===== src/design/cre_pkg.sv =====
`timescale 1ns / 1ps
// Shared types, codes and helper functions for the character range expander.
// Used by the controller, the datapath and the top level; depends on nothing.

package cre_pkg;

   // ASCII dash, the range operator.
   localparam logic [7:0] DASH = 8'h2D;

   // Character classes; only equal, nonzero classes form a range.
   localparam logic [1:0] CLS_NONE  = 2'd0;
   localparam logic [1:0] CLS_UPPER = 2'd1;
   localparam logic [1:0] CLS_LOWER = 2'd2;
   localparam logic [1:0] CLS_DIGIT = 2'd3;

   // Decision slots of one item: the settled older position, then the two
   // positions flushed at the end of a string.
   localparam logic [1:0] SLOT_OLD  = 2'd0;
   localparam logic [1:0] SLOT_MID  = 2'd1;
   localparam logic [1:0] SLOT_LAST = 2'd2;

   // Outcome of deciding one position.
   localparam logic [2:0] OUT_SKIP  = 3'd0;
   localparam logic [2:0] OUT_NONE  = 3'd1;
   localparam logic [2:0] OUT_ONE   = 3'd2;
   localparam logic [2:0] OUT_MIS   = 3'd3;
   localparam logic [2:0] OUT_RANGE = 3'd4;

   // Source of an emitted byte.
   localparam logic [1:0] SEL_CUR  = 2'd0;
   localparam logic [1:0] SEL_PREV = 2'd1;
   localparam logic [1:0] SEL_DASH = 2'd2;
   localparam logic [1:0] SEL_RUN  = 2'd3;

   // Commands from the controller to the datapath.
   typedef struct packed {
      logic       accept;
      logic       emit;
      logic [1:0] emit_sel;
      logic       run_load;
      logic       run_step;
      logic       skip_clear;
      logic       skip_set;
      logic       finish;
      logic [1:0] slot;
   } cre_cmd_type;

   // Status from the datapath to the controller.
   typedef struct packed {
      logic [2:0] outcome;
      logic [2:0] slot_valid;
      logic       push_ok;
      logic       run_done;
   } cre_sts_type;

   // Classifies a byte as upper-case letter, lower-case letter, digit or none.
   function automatic logic [1:0] char_class(input logic [7:0] c);
      logic [1:0] cls;
      cls = CLS_NONE;
      if (c >= 8'h41 && c <= 8'h5A) begin
         cls = CLS_UPPER;
      end else if (c >= 8'h61 && c <= 8'h7A) begin
         cls = CLS_LOWER;
      end else if (c >= 8'h30 && c <= 8'h39) begin
         cls = CLS_DIGIT;
      end
      return cls;
   endfunction

endpackage


===== src/design/cre_if.sv =====
`timescale 1ns / 1ps
// Valid/ready stream interfaces for the request and response channels.
// Standalone; widths follow the fixed field sizes of the block.

interface cre_req_if;
   logic       valid;
   logic       ready;
   logic [7:0] in_char;
   logic       string_end;

   modport source (output valid, output in_char, output string_end, input ready);
   modport sink   (input valid, input in_char, input string_end, output ready);
endinterface

interface cre_rsp_if;
   logic       valid;
   logic       ready;
   logic [7:0] out_char;
   logic       mismatch;
   logic       string_done;
   logic       last_of_run;

   modport source (output valid, output out_char, output mismatch,
                   output string_done, output last_of_run, input ready);
   modport sink   (input valid, input out_char, input mismatch,
                   input string_done, input last_of_run, output ready);
endinterface


===== src/design/character_range_expander.sv =====
`timescale 1ns / 1ps
// Character range expander: turns "a-e" style ranges in a byte stream into
// the full runs. Depends on cre_pkg, cre_if, cre_ctrl and cre_dp.
//
// Usage:
//   req_bus carries one byte of the string per transfer, string_end set on
//   the final byte. rsp_bus carries the expanded bytes; last_of_run marks the
//   last byte caused by one request, string_done the last byte of a string.
//   A request that decides no position gives no response.
//   Flow: a request is taken only while the controller is idle. The
//   controller then decides each decision slot in turn (at most one, or up
//   to three on the final byte), emits the byte before the dash and then
//   the dash for a mismatch, emits the n bytes of a range one by one and
//   closes the item. The single output port of the hold stage limits the
//   output to one byte per cycle; the controller waits while output stalls.
//   Reset (synchronous, active high) clears the lookback window, the pending
//   counts and any byte in flight.
//   When the receiver stalls, the output register and one hold byte keep
//   their data and the controller waits; nothing is dropped.

module character_range_expander (
   input  logic          clock,
   input  logic          reset,
   cre_req_if.sink       req_bus,
   cre_rsp_if.source     rsp_bus
);

   cre_pkg::cre_cmd_type cmd;
   cre_pkg::cre_sts_type sts;

   // Controller.
   cre_ctrl u_ctrl (
      .clock     (clock),
      .reset     (reset),
      .req_valid (req_bus.valid),
      .req_ready (req_bus.ready),
      .sts       (sts),
      .cmd       (cmd)
   );

   // Datapath.
   cre_dp u_dp (
      .clock       (clock),
      .reset       (reset),
      .cmd         (cmd),
      .sts         (sts),
      .in_char     (req_bus.in_char),
      .string_end  (req_bus.string_end),
      .rsp_ready   (rsp_bus.ready),
      .rsp_valid   (rsp_bus.valid),
      .out_char    (rsp_bus.out_char),
      .mismatch    (rsp_bus.mismatch),
      .string_done (rsp_bus.string_done),
      .last_of_run (rsp_bus.last_of_run)
   );

endmodule


===== src/design/cre_ctrl.sv =====
`timescale 1ns / 1ps
// Controller state machine of the character range expander.
// Depends on cre_pkg for the command and status structs and their codes.

module cre_ctrl (
   input  logic                 clock,
   input  logic                 reset,
   input  logic                 req_valid,
   output logic                 req_ready,
   input  cre_pkg::cre_sts_type sts,
   output cre_pkg::cre_cmd_type cmd
);

   localparam logic [2:0] S_IDLE   = 3'd0;
   localparam logic [2:0] S_EVAL   = 3'd1;
   localparam logic [2:0] S_RUN    = 3'd2;
   localparam logic [2:0] S_MIS2   = 3'd3;
   localparam logic [2:0] S_FINISH = 3'd4;

   logic [2:0] state_ff, state_in;
   logic [1:0] slot_ff, slot_in;
   logic       next_ok;
   logic [1:0] next_slot;

   // Find the next slot that has a position to decide.
   always_comb begin
      next_ok   = 1'b0;
      next_slot = cre_pkg::SLOT_LAST;
      case (slot_ff)
         cre_pkg::SLOT_OLD: begin
            if (sts.slot_valid[cre_pkg::SLOT_MID]) begin
               next_ok   = 1'b1;
               next_slot = cre_pkg::SLOT_MID;
            end else if (sts.slot_valid[cre_pkg::SLOT_LAST]) begin
               next_ok   = 1'b1;
               next_slot = cre_pkg::SLOT_LAST;
            end
         end
         cre_pkg::SLOT_MID: begin
            if (sts.slot_valid[cre_pkg::SLOT_LAST]) begin
               next_ok   = 1'b1;
               next_slot = cre_pkg::SLOT_LAST;
            end
         end
         default: begin
            next_ok = 1'b0;
         end
      endcase
   end

   // Sequencing of the decisions of one item and the final flush.
   always_comb begin
      state_in  = state_ff;
      slot_in   = slot_ff;
      req_ready = 1'b0;
      cmd       = '0;
      cmd.slot  = slot_ff;
      case (state_ff)
         S_IDLE: begin
            req_ready = 1'b1;
            if (req_valid) begin
               cmd.accept = 1'b1;
               slot_in    = cre_pkg::SLOT_OLD;
               state_in   = S_EVAL;
            end
         end
         S_EVAL: begin
            if (!sts.slot_valid[slot_ff]) begin
               state_in = next_ok ? S_EVAL : S_FINISH;
               slot_in  = next_slot;
            end else begin
               case (sts.outcome)
                  cre_pkg::OUT_SKIP: begin
                     cmd.skip_clear = 1'b1;
                     state_in       = next_ok ? S_EVAL : S_FINISH;
                     slot_in        = next_slot;
                  end
                  cre_pkg::OUT_ONE: begin
                     if (sts.push_ok) begin
                        cmd.emit     = 1'b1;
                        cmd.emit_sel = cre_pkg::SEL_CUR;
                        state_in     = next_ok ? S_EVAL : S_FINISH;
                        slot_in      = next_slot;
                     end
                  end
                  cre_pkg::OUT_MIS: begin
                     if (sts.push_ok) begin
                        cmd.emit     = 1'b1;
                        cmd.emit_sel = cre_pkg::SEL_PREV;
                        state_in     = S_MIS2;
                     end
                  end
                  cre_pkg::OUT_RANGE: begin
                     cmd.run_load = 1'b1;
                     state_in     = S_RUN;
                  end
                  default: begin
                     state_in = next_ok ? S_EVAL : S_FINISH;
                     slot_in  = next_slot;
                  end
               endcase
            end
         end
         S_RUN: begin
            if (sts.push_ok) begin
               cmd.emit     = 1'b1;
               cmd.emit_sel = cre_pkg::SEL_RUN;
               if (sts.run_done) begin
                  cmd.skip_set = 1'b1;
                  state_in     = next_ok ? S_EVAL : S_FINISH;
                  slot_in      = next_slot;
               end else begin
                  cmd.run_step = 1'b1;
               end
            end
         end
         S_MIS2: begin
            if (sts.push_ok) begin
               cmd.emit     = 1'b1;
               cmd.emit_sel = cre_pkg::SEL_DASH;
               state_in     = next_ok ? S_EVAL : S_FINISH;
               slot_in      = next_slot;
            end
         end
         S_FINISH: begin
            if (sts.push_ok) begin
               cmd.finish = 1'b1;
               state_in   = S_IDLE;
            end
         end
         default: begin
            state_in = S_IDLE;
         end
      endcase
   end

   // State registers.
   always_ff @(posedge clock) begin
      if (reset) begin
         state_ff <= S_IDLE;
         slot_ff  <= cre_pkg::SLOT_OLD;
      end else begin
         state_ff <= state_in;
         slot_ff  <= slot_in;
      end
   end

endmodule


===== src/design/cre_dp.sv =====
`timescale 1ns / 1ps
// Datapath of the character range expander: lookback window, run counter,
// hold stage and output register. Depends on cre_pkg.

module cre_dp (
   input  logic                 clock,
   input  logic                 reset,
   input  cre_pkg::cre_cmd_type cmd,
   output cre_pkg::cre_sts_type sts,
   input  logic [7:0]           in_char,
   input  logic                 string_end,
   input  logic                 rsp_ready,
   output logic                 rsp_valid,
   output logic [7:0]           out_char,
   output logic                 mismatch,
   output logic                 string_done,
   output logic                 last_of_run
);

   logic [7:0] win0_ff, win1_ff, win2_ff;
   logic [1:0] seen_ff, pend_ff;
   logic       skip_ff;
   logic [7:0] char_ff;
   logic       end_ff;
   logic [7:0] run_v_ff;
   logic       run_up_ff;
   logic       hold_vld_ff;
   logic [7:0] hold_char_ff;
   logic       hold_mis_ff;
   logic       out_vld_ff;
   logic [7:0] out_char_ff;
   logic       out_mis_ff, out_done_ff, out_last_ff;

   logic [7:0] prev_c, cur_c, next_c;
   logic       has_prev, has_next, has_next2;
   logic [7:0] emit_char;
   logic       emit_mis;
   logic       out_free, move;
   logic [2:0] outcome_c;
   logic [2:0] slot_vld_c;
   logic       push_ok_c;
   logic       run_done_c;

   // Operands of the position decided in the current slot.
   always_comb begin
      prev_c    = win0_ff;
      cur_c     = char_ff;
      next_c    = 8'h00;
      has_prev  = (seen_ff != 2'd0);
      has_next  = 1'b0;
      has_next2 = 1'b0;
      case (cmd.slot)
         cre_pkg::SLOT_OLD: begin
            prev_c    = win2_ff;
            cur_c     = win1_ff;
            next_c    = win0_ff;
            has_prev  = (seen_ff == 2'd3);
            has_next  = 1'b1;
            has_next2 = 1'b1;
         end
         cre_pkg::SLOT_MID: begin
            prev_c   = win1_ff;
            cur_c    = win0_ff;
            next_c   = char_ff;
            has_prev = (seen_ff >= 2'd2);
            has_next = 1'b1;
         end
         default: begin
            prev_c = win0_ff;
         end
      endcase
   end

   // Decision for the current position.
   always_comb begin
      if (skip_ff) begin
         outcome_c = cre_pkg::OUT_SKIP;
      end else if (cur_c == cre_pkg::DASH) begin
         if (!has_prev || !has_next) begin
            outcome_c = cre_pkg::OUT_ONE;
         end else if (cre_pkg::char_class(prev_c) != cre_pkg::CLS_NONE &&
                      cre_pkg::char_class(prev_c) == cre_pkg::char_class(next_c)) begin
            outcome_c = cre_pkg::OUT_RANGE;
         end else begin
            outcome_c = cre_pkg::OUT_MIS;
         end
      end else if (has_next && next_c == cre_pkg::DASH && has_next2) begin
         outcome_c = cre_pkg::OUT_NONE;
      end else begin
         outcome_c = cre_pkg::OUT_ONE;
      end
   end

   // Slots that hold a position, stall check and end of run.
   assign slot_vld_c = {end_ff, end_ff && (pend_ff != 2'd0), (pend_ff == 2'd2)};
   assign out_free   = !out_vld_ff || rsp_ready;
   assign push_ok_c  = !hold_vld_ff || out_free;
   assign run_done_c = (run_v_ff == next_c);
   assign move       = hold_vld_ff && (cmd.emit || cmd.finish);

   // Status toward the controller.
   assign sts = '{outcome: outcome_c, slot_valid: slot_vld_c, push_ok: push_ok_c,
                  run_done: run_done_c};

   // Byte to emit.
   always_comb begin
      case (cmd.emit_sel)
         cre_pkg::SEL_CUR: begin
            emit_char = cur_c;
            emit_mis  = 1'b0;
         end
         cre_pkg::SEL_PREV: begin
            emit_char = prev_c;
            emit_mis  = 1'b1;
         end
         cre_pkg::SEL_DASH: begin
            emit_char = cre_pkg::DASH;
            emit_mis  = 1'b1;
         end
         default: begin
            emit_char = run_v_ff;
            emit_mis  = 1'b0;
         end
      endcase
   end

   // Input capture and run counter.
   always_ff @(posedge clock) begin
      if (cmd.accept) begin
         char_ff <= in_char;
         end_ff  <= string_end;
      end
      if (cmd.run_load) begin
         run_v_ff  <= prev_c;
         run_up_ff <= (next_c > prev_c);
      end else if (cmd.run_step) begin
         run_v_ff <= run_up_ff ? run_v_ff + 8'd1 : run_v_ff - 8'd1;
      end
   end

   // Lookback window and string state.
   always_ff @(posedge clock) begin
      if (reset) begin
         win0_ff <= 8'h00;
         win1_ff <= 8'h00;
         win2_ff <= 8'h00;
         seen_ff <= 2'd0;
         pend_ff <= 2'd0;
         skip_ff <= 1'b0;
      end else if (cmd.finish) begin
         if (end_ff) begin
            win0_ff <= 8'h00;
            win1_ff <= 8'h00;
            win2_ff <= 8'h00;
            seen_ff <= 2'd0;
            pend_ff <= 2'd0;
            skip_ff <= 1'b0;
         end else begin
            win2_ff <= win1_ff;
            win1_ff <= win0_ff;
            win0_ff <= char_ff;
            if (seen_ff != 2'd3) begin
               seen_ff <= seen_ff + 2'd1;
            end
            if (pend_ff != 2'd2) begin
               pend_ff <= pend_ff + 2'd1;
            end
         end
      end else if (cmd.skip_set) begin
         skip_ff <= 1'b1;
      end else if (cmd.skip_clear) begin
         skip_ff <= 1'b0;
      end
   end

   // Hold stage: a byte waits here until it is known whether it is the
   // last one of the item.
   always_ff @(posedge clock) begin
      if (reset) begin
         hold_vld_ff <= 1'b0;
      end else if (cmd.emit) begin
         hold_vld_ff <= 1'b1;
      end else if (cmd.finish) begin
         hold_vld_ff <= 1'b0;
      end
      if (cmd.emit) begin
         hold_char_ff <= emit_char;
         hold_mis_ff  <= emit_mis;
      end
   end

   // Output register toward the response channel.
   always_ff @(posedge clock) begin
      if (reset) begin
         out_vld_ff <= 1'b0;
      end else if (move) begin
         out_vld_ff <= 1'b1;
      end else if (rsp_ready) begin
         out_vld_ff <= 1'b0;
      end
      if (move) begin
         out_char_ff <= hold_char_ff;
         out_mis_ff  <= hold_mis_ff;
         out_done_ff <= cmd.finish && end_ff;
         out_last_ff <= cmd.finish;
      end
   end

   assign rsp_valid   = out_vld_ff;
   assign out_char    = out_char_ff;
   assign mismatch    = out_mis_ff;
   assign string_done = out_done_ff;
   assign last_of_run = out_last_ff;

endmodule


===== src/flat_wrapper.sv =====
// flat-port wrapper written by rule: the top's interface ports become plain ports
module character_range_expander_flat 
  (clock, reset, req_bus_valid, req_bus_in_char, req_bus_string_end, req_bus_ready, rsp_bus_valid, rsp_bus_out_char, rsp_bus_mismatch, rsp_bus_string_done, rsp_bus_last_of_run, rsp_bus_ready);
  cre_req_if req_bus_i ();
  cre_rsp_if rsp_bus_i ();
  input  logic clock;
  input  logic reset;
  input wire logic [$bits(req_bus_i.valid)-1:0] req_bus_valid;
  input wire logic [$bits(req_bus_i.in_char)-1:0] req_bus_in_char;
  input wire logic [$bits(req_bus_i.string_end)-1:0] req_bus_string_end;
  output wire logic [$bits(req_bus_i.ready)-1:0] req_bus_ready;
  output wire logic [$bits(rsp_bus_i.valid)-1:0] rsp_bus_valid;
  output wire logic [$bits(rsp_bus_i.out_char)-1:0] rsp_bus_out_char;
  output wire logic [$bits(rsp_bus_i.mismatch)-1:0] rsp_bus_mismatch;
  output wire logic [$bits(rsp_bus_i.string_done)-1:0] rsp_bus_string_done;
  output wire logic [$bits(rsp_bus_i.last_of_run)-1:0] rsp_bus_last_of_run;
  input wire logic [$bits(rsp_bus_i.ready)-1:0] rsp_bus_ready;
  assign req_bus_i.valid = req_bus_valid;
  assign req_bus_i.in_char = req_bus_in_char;
  assign req_bus_i.string_end = req_bus_string_end;
  assign req_bus_ready = req_bus_i.ready;
  assign rsp_bus_valid = rsp_bus_i.valid;
  assign rsp_bus_out_char = rsp_bus_i.out_char;
  assign rsp_bus_mismatch = rsp_bus_i.mismatch;
  assign rsp_bus_string_done = rsp_bus_i.string_done;
  assign rsp_bus_last_of_run = rsp_bus_i.last_of_run;
  assign rsp_bus_i.ready = rsp_bus_ready;
  character_range_expander u_core (.clock(clock), .reset(reset), .req_bus(req_bus_i), .rsp_bus(rsp_bus_i));
endmodule

===== config.mk =====
export PLATFORM = sky130hd
export DESIGN_NAME = character_range_expander_flat
export DESIGN_NICKNAME = d
export VERILOG_FILES = /design/src/design/cre_pkg.sv /design/src/design/cre_if.sv /design/src/design/character_range_expander.sv /design/src/design/cre_ctrl.sv /design/src/design/cre_dp.sv /design/src/flat_wrapper.sv
export SDC_FILE = /design/constraint.sdc
export NUM_CORES = 1
export LEC_CHECK = 0
export ABC_AREA = 1
export BUFFER_PORTS_ARGS = -buffer_cell sky130_fd_sc_hd__buf_2
export CORE_MARGIN = 2
export CORE_UTILIZATION = 49
export DETAILED_ROUTE_END_ITERATION = 8
export HOLD_SLACK_MARGIN = 0.1
export PLACE_DENSITY = 0.75
export SLEW_MARGIN = 20
export SYNTH_ARGS = -nofsm -noshare
export SYNTH_HDL_FRONTEND = slang
export SYNTH_SLANG_ARGS = --single-unit

===== constraint.sdc =====
create_clock -name clock -period 3.7 [get_ports clock]
set_input_delay 0.74 -clock clock [delete_from_list [all_inputs] [get_ports clock]]
set_output_delay 0.74 -clock clock [all_outputs]
set_load 0.05 [all_outputs]

==> impl_metrics.json <==
{
  "status": "completed",
  "area_growth_syn_to_layout_pct": 8.726,
  "drv_cap": 0,
  "clkSlewWorstSetupHoldPaths_ps": 80,
  "cp_top_family": "simple AND/OR/NAND/NOR gates",
  "root_buffer": "clkbuf_8",
  "gp_congestion": 1.011,
  "post_cts_buffers": 0,
  "htreeDepth": 3,
  "clockPowerShare": 0.339,
  "setup_viol": 0,
  "syn_nets": 707,
  "hold_violations": 0,
  "die_x_um": 102.7,
  "synth_top_family_by_area": "simple AND/OR/NAND/NOR gates",
  "hpwl_um": 8748,
  "path_class": "flop to flop",
  "viasPerCell": 5.340,
  "drt_first_pass_iters": 5,
  "synth_top_cell_area_share": 0.2390,
  "rsz0062_at_grt": "no",
  "rows": 36,
  "first_iter_violations": 290,
  "io_pins": 26,
  "path_common_cell": "nand2_1",
  "drt-met1-wl_um": 5365,
  "ys_seq_elements": 74,
  "numPortBuffers": 25,
  "period_needed_ps": 3353,
  "fmax_ghz": 0.2983,
  "chipHeight_um": 102.7,
  "syn_area_per_cell_um2": 7.126,
  "synth_ff_type": "edfxtp_1",
  "p_leak_nw": 2.286,
  "synth_area_leaders": "edfxtp_1 (24%), dfxtp_1 (15%), nand2_1 (14%), nand3_1 (7.4%), inv_1 (6.4%)",
  "core_mm2": 0.009594,
  "tns_ps": 0,
  "multiInputGateArea_mm2": 0.002471,
  "async_flop_share": 0,
  "power_frac_comb": 0.150,
  "syn_inst": 670,
  "r2r-start": "u_core.u_ctrl.slot_ff[1]",
  "dieArea_mm2": 0.01055,
  "power_frac_seq": 0.511,
  "cp.arrival_ps": 3430,
  "wire_per_inst_um": 14.02,
  "crit_slowest_cell": "dfxtp_1",
  "post-route-drc-count": 0,
  "drive_gt1_frac": 0.1135,
  "yosysWarningCount": 0,
  "wl_met2_um": 5420,
  "cp_cell_sequence": "buf_4, inv_2, nand3_1, nand2_1, inv_1, nand2_1, nor2_1, nand2_1, nand2_1, a21oi_1, nand3_1, nand3_2, a21oi_2, inv_1, ha_1, inv_1, o22ai_1, nand2_1, o21ai_0",
  "grt_pass1_vias": 4052,
  "synth_cell_types": 37,
  "final_max_slew_viol_count": 0,
  "dr_wl_met3_um": 679,
  "min_from": "u_core.u_dp.hold_char_ff[4]",
  "slowest_delay_ps": 400,
  "startpoint": "u_core.u_ctrl.slot_ff[1]",
  "yosysSeqAreaShare": 0.3899,
  "ir_drop_mv": 0.3171,
  "synthTopCellsByCount": "nand2_1 (177), inv_1 (81), nor2_1 (78)",
  "synth.mux.area_fraction": 0,
  "seqCellArea_mm2": 0.001862,
  "synth_compound_area_frac": 0.1030,
  "routed.top_layer": "met4",
  "vias": 4427,
  "grt_pass1_wl_um": 19110,
  "nets": 728,
  "post-synth-top-count-cell": "nand2_1",
  "fill_cells": 922,
  "utilization": 0.5411,
  "synthAdderAreaFrac": 0.06447,
  "overflow": 0,
  "powerDensity_mw_per_mm2": 341.9,
  "yosysTopAreaCell": "edfxtp_1",
  "relSlewSlack": 0.4596,
  "crit_required_ps": 3780,
  "switchingPower_w": 0.0005087,
  "worst_pin_slew_ps": 807.6,
  "synth_xor_area_frac": 0.02018,
  "synth-simple-area-share": 0.3265,
  "cts_buffers": 9,
  "ant_nets": 0,
  "cts_sinks": 74,
  "netlist_area_mm2": 0.004775,
  "insertion_delay_ps": 350,
  "initial_core_util": 0.4977,
  "routed_wl_um": 11620,
  "cts_buffer_depth": 2,
  "critical_path.max_fanout": 21,
  "hp-class": "flop to flop",
  "antenna_found_initial": 0,
  "cp.buffers_inverters": 5,
  "critPathCaptureType": "flop",
  "crit_path_start_kind": "flop",
  "track_usage": 0.2300,
  "synth_edf_count": 38,
  "switching_share": 0.2866,
  "finalCritPeriodShare": 0.9061,
  "diodes": 0,
  "p_int_w": 0.001266,
  "cts_tree": "built",
  "grt_max_degree": 35,
  "fin_skew_ps": 11.59
}
## final timing paths
| path | slack, ps | cells after the start | end |
|---|---|---|---|
| min reg2reg | 420 | 0 | u_core.u_dp.out_char[4] |
| max reg2reg | 350 | 19 | u_core.u_dp.hold_char_ff[4] |
| max | 350 | 19 | u_core.u_dp.hold_char_ff[4] |
| min | 420 | 0 | u_core.u_dp.out_char[4] |
## worst register-to-register path: stages (launching register included)
cell	delay [ps]
dfxtp_1	400
buf_4	270
inv_2	200
nand3_1	120
nand2_1	170
inv_1	200
nand2_1	90
nor2_1	160
nand2_1	80
nand2_1	60
a21oi_1	80
nand3_1	130
nand3_2	140
a21oi_2	200
inv_1	90
ha_1	240
inv_1	150
o22ai_1	120
nand2_1	70
o21ai_0	110
## metrics by stage
step	hold WS [ps]	setup WS [ps]	total power (W)	cells	instance area (um2)
after floorplan	400.3	1052	0.001126	670	4775
after global placement	403.0	387.7	0.001177	813	4987
after detailed placement	407.5	259.2	0.001183	813	4987
after CTS	424.6	224.3	0.001774	829	5175
after global routing	426.4	60.72	0.001856	829	5191
final	422.6	347.3	0.001775	829	5191
## layout make-up
cell class | count | area share
inverters | 89 | 0.06435
clock inverters | 4 | 0.004097
clock buffers | 12 | 0.03206
multi-input cells | 486 | 0.4760
repair buffers | 31 | 0.03278
flip-flops and latches | 74 | 0.3586
well taps | 133 | 0.03206
## placed cells by master, fill, tap and decap left out, types with 19 or more instances in the layout
cell,count
nand3_1,71
dfxtp_1,36
a21oi_1,43
buf_2,25
edfxtp_1,38
nor2_1,75
ha_1,23
inv_1,81
o21ai_0,19
nand2_1,177
## registers in the layout, summed over array words and instances, names as in the netlist
| register | count |
|---|---|
| u_core.u_dp.char_ff | 8 |
| u_core.u_dp.hold_char_ff | 8 |
| u_core.u_dp.out_char | 8 |
| u_core.u_dp.run_v_ff | 8 |
| u_core.u_dp.win0_ff | 8 |
| u_core.u_dp.win1_ff | 8 |
| u_core.u_dp.win2_ff | 8 |
| u_core.u_ctrl.state_ff | 3 |
| u_core.u_ctrl.slot_ff | 2 |
| u_core.u_dp.pend_ff | 2 |
| u_core.u_dp.seen_ff | 2 |
| u_core.u_dp.end_ff | 1 |
| u_core.u_dp.hold_mis_ff | 1 |
| u_core.u_dp.hold_vld_ff | 1 |
| u_core.u_dp.last_of_run | 1 |
| u_core.u_dp.mismatch | 1 |
| u_core.u_dp.rsp_valid | 1 |
| u_core.u_dp.run_up_ff | 1 |
| u_core.u_dp.skip_ff | 1 |
| u_core.u_dp.string_done | 1 |
## logic make-up after synthesis
| group | Yosys count |
|---|---|
| AO/OA/AOI/OAI | 89 |
| XOR/XNOR | 11 |
| adder cells (fa/ha/maj) | 24 |
| buffers and inverters | 110 |
| flip-flops | 74 |
| AND/OR/NAND/NOR | 362 |
## repair_timing
item | 4_1_cts | 5_1_grt
endpoints found under the setup margin | 0 | 8
hold endpoints to repair | 0 | 0
resized for setup | 0 | 5
hold buffers | 0 | 0
## power by group through the flow
stage / clock network, W / registers, W / logic [W]
after global routing: 0.000645 / 0.000909 / 0.000301
after global placement: 0 / 0.000924 / 0.000253
final: 0.000601 / 0.000907 / 0.000267
after CTS: 0.000609 / 0.000906 / 0.000260
after detailed placement: 0 / 0.000924 / 0.000259
after floorplan: 0 / 0.000919 / 0.000207
## layer usage
metal,vias up,track usage
met5,-,0
met4,0,0.05744
met3,21,0.04000
met2,149,0.3891
met1,2037,0.3066
li1,2220,-
Power figures use the tool's default switching activity.
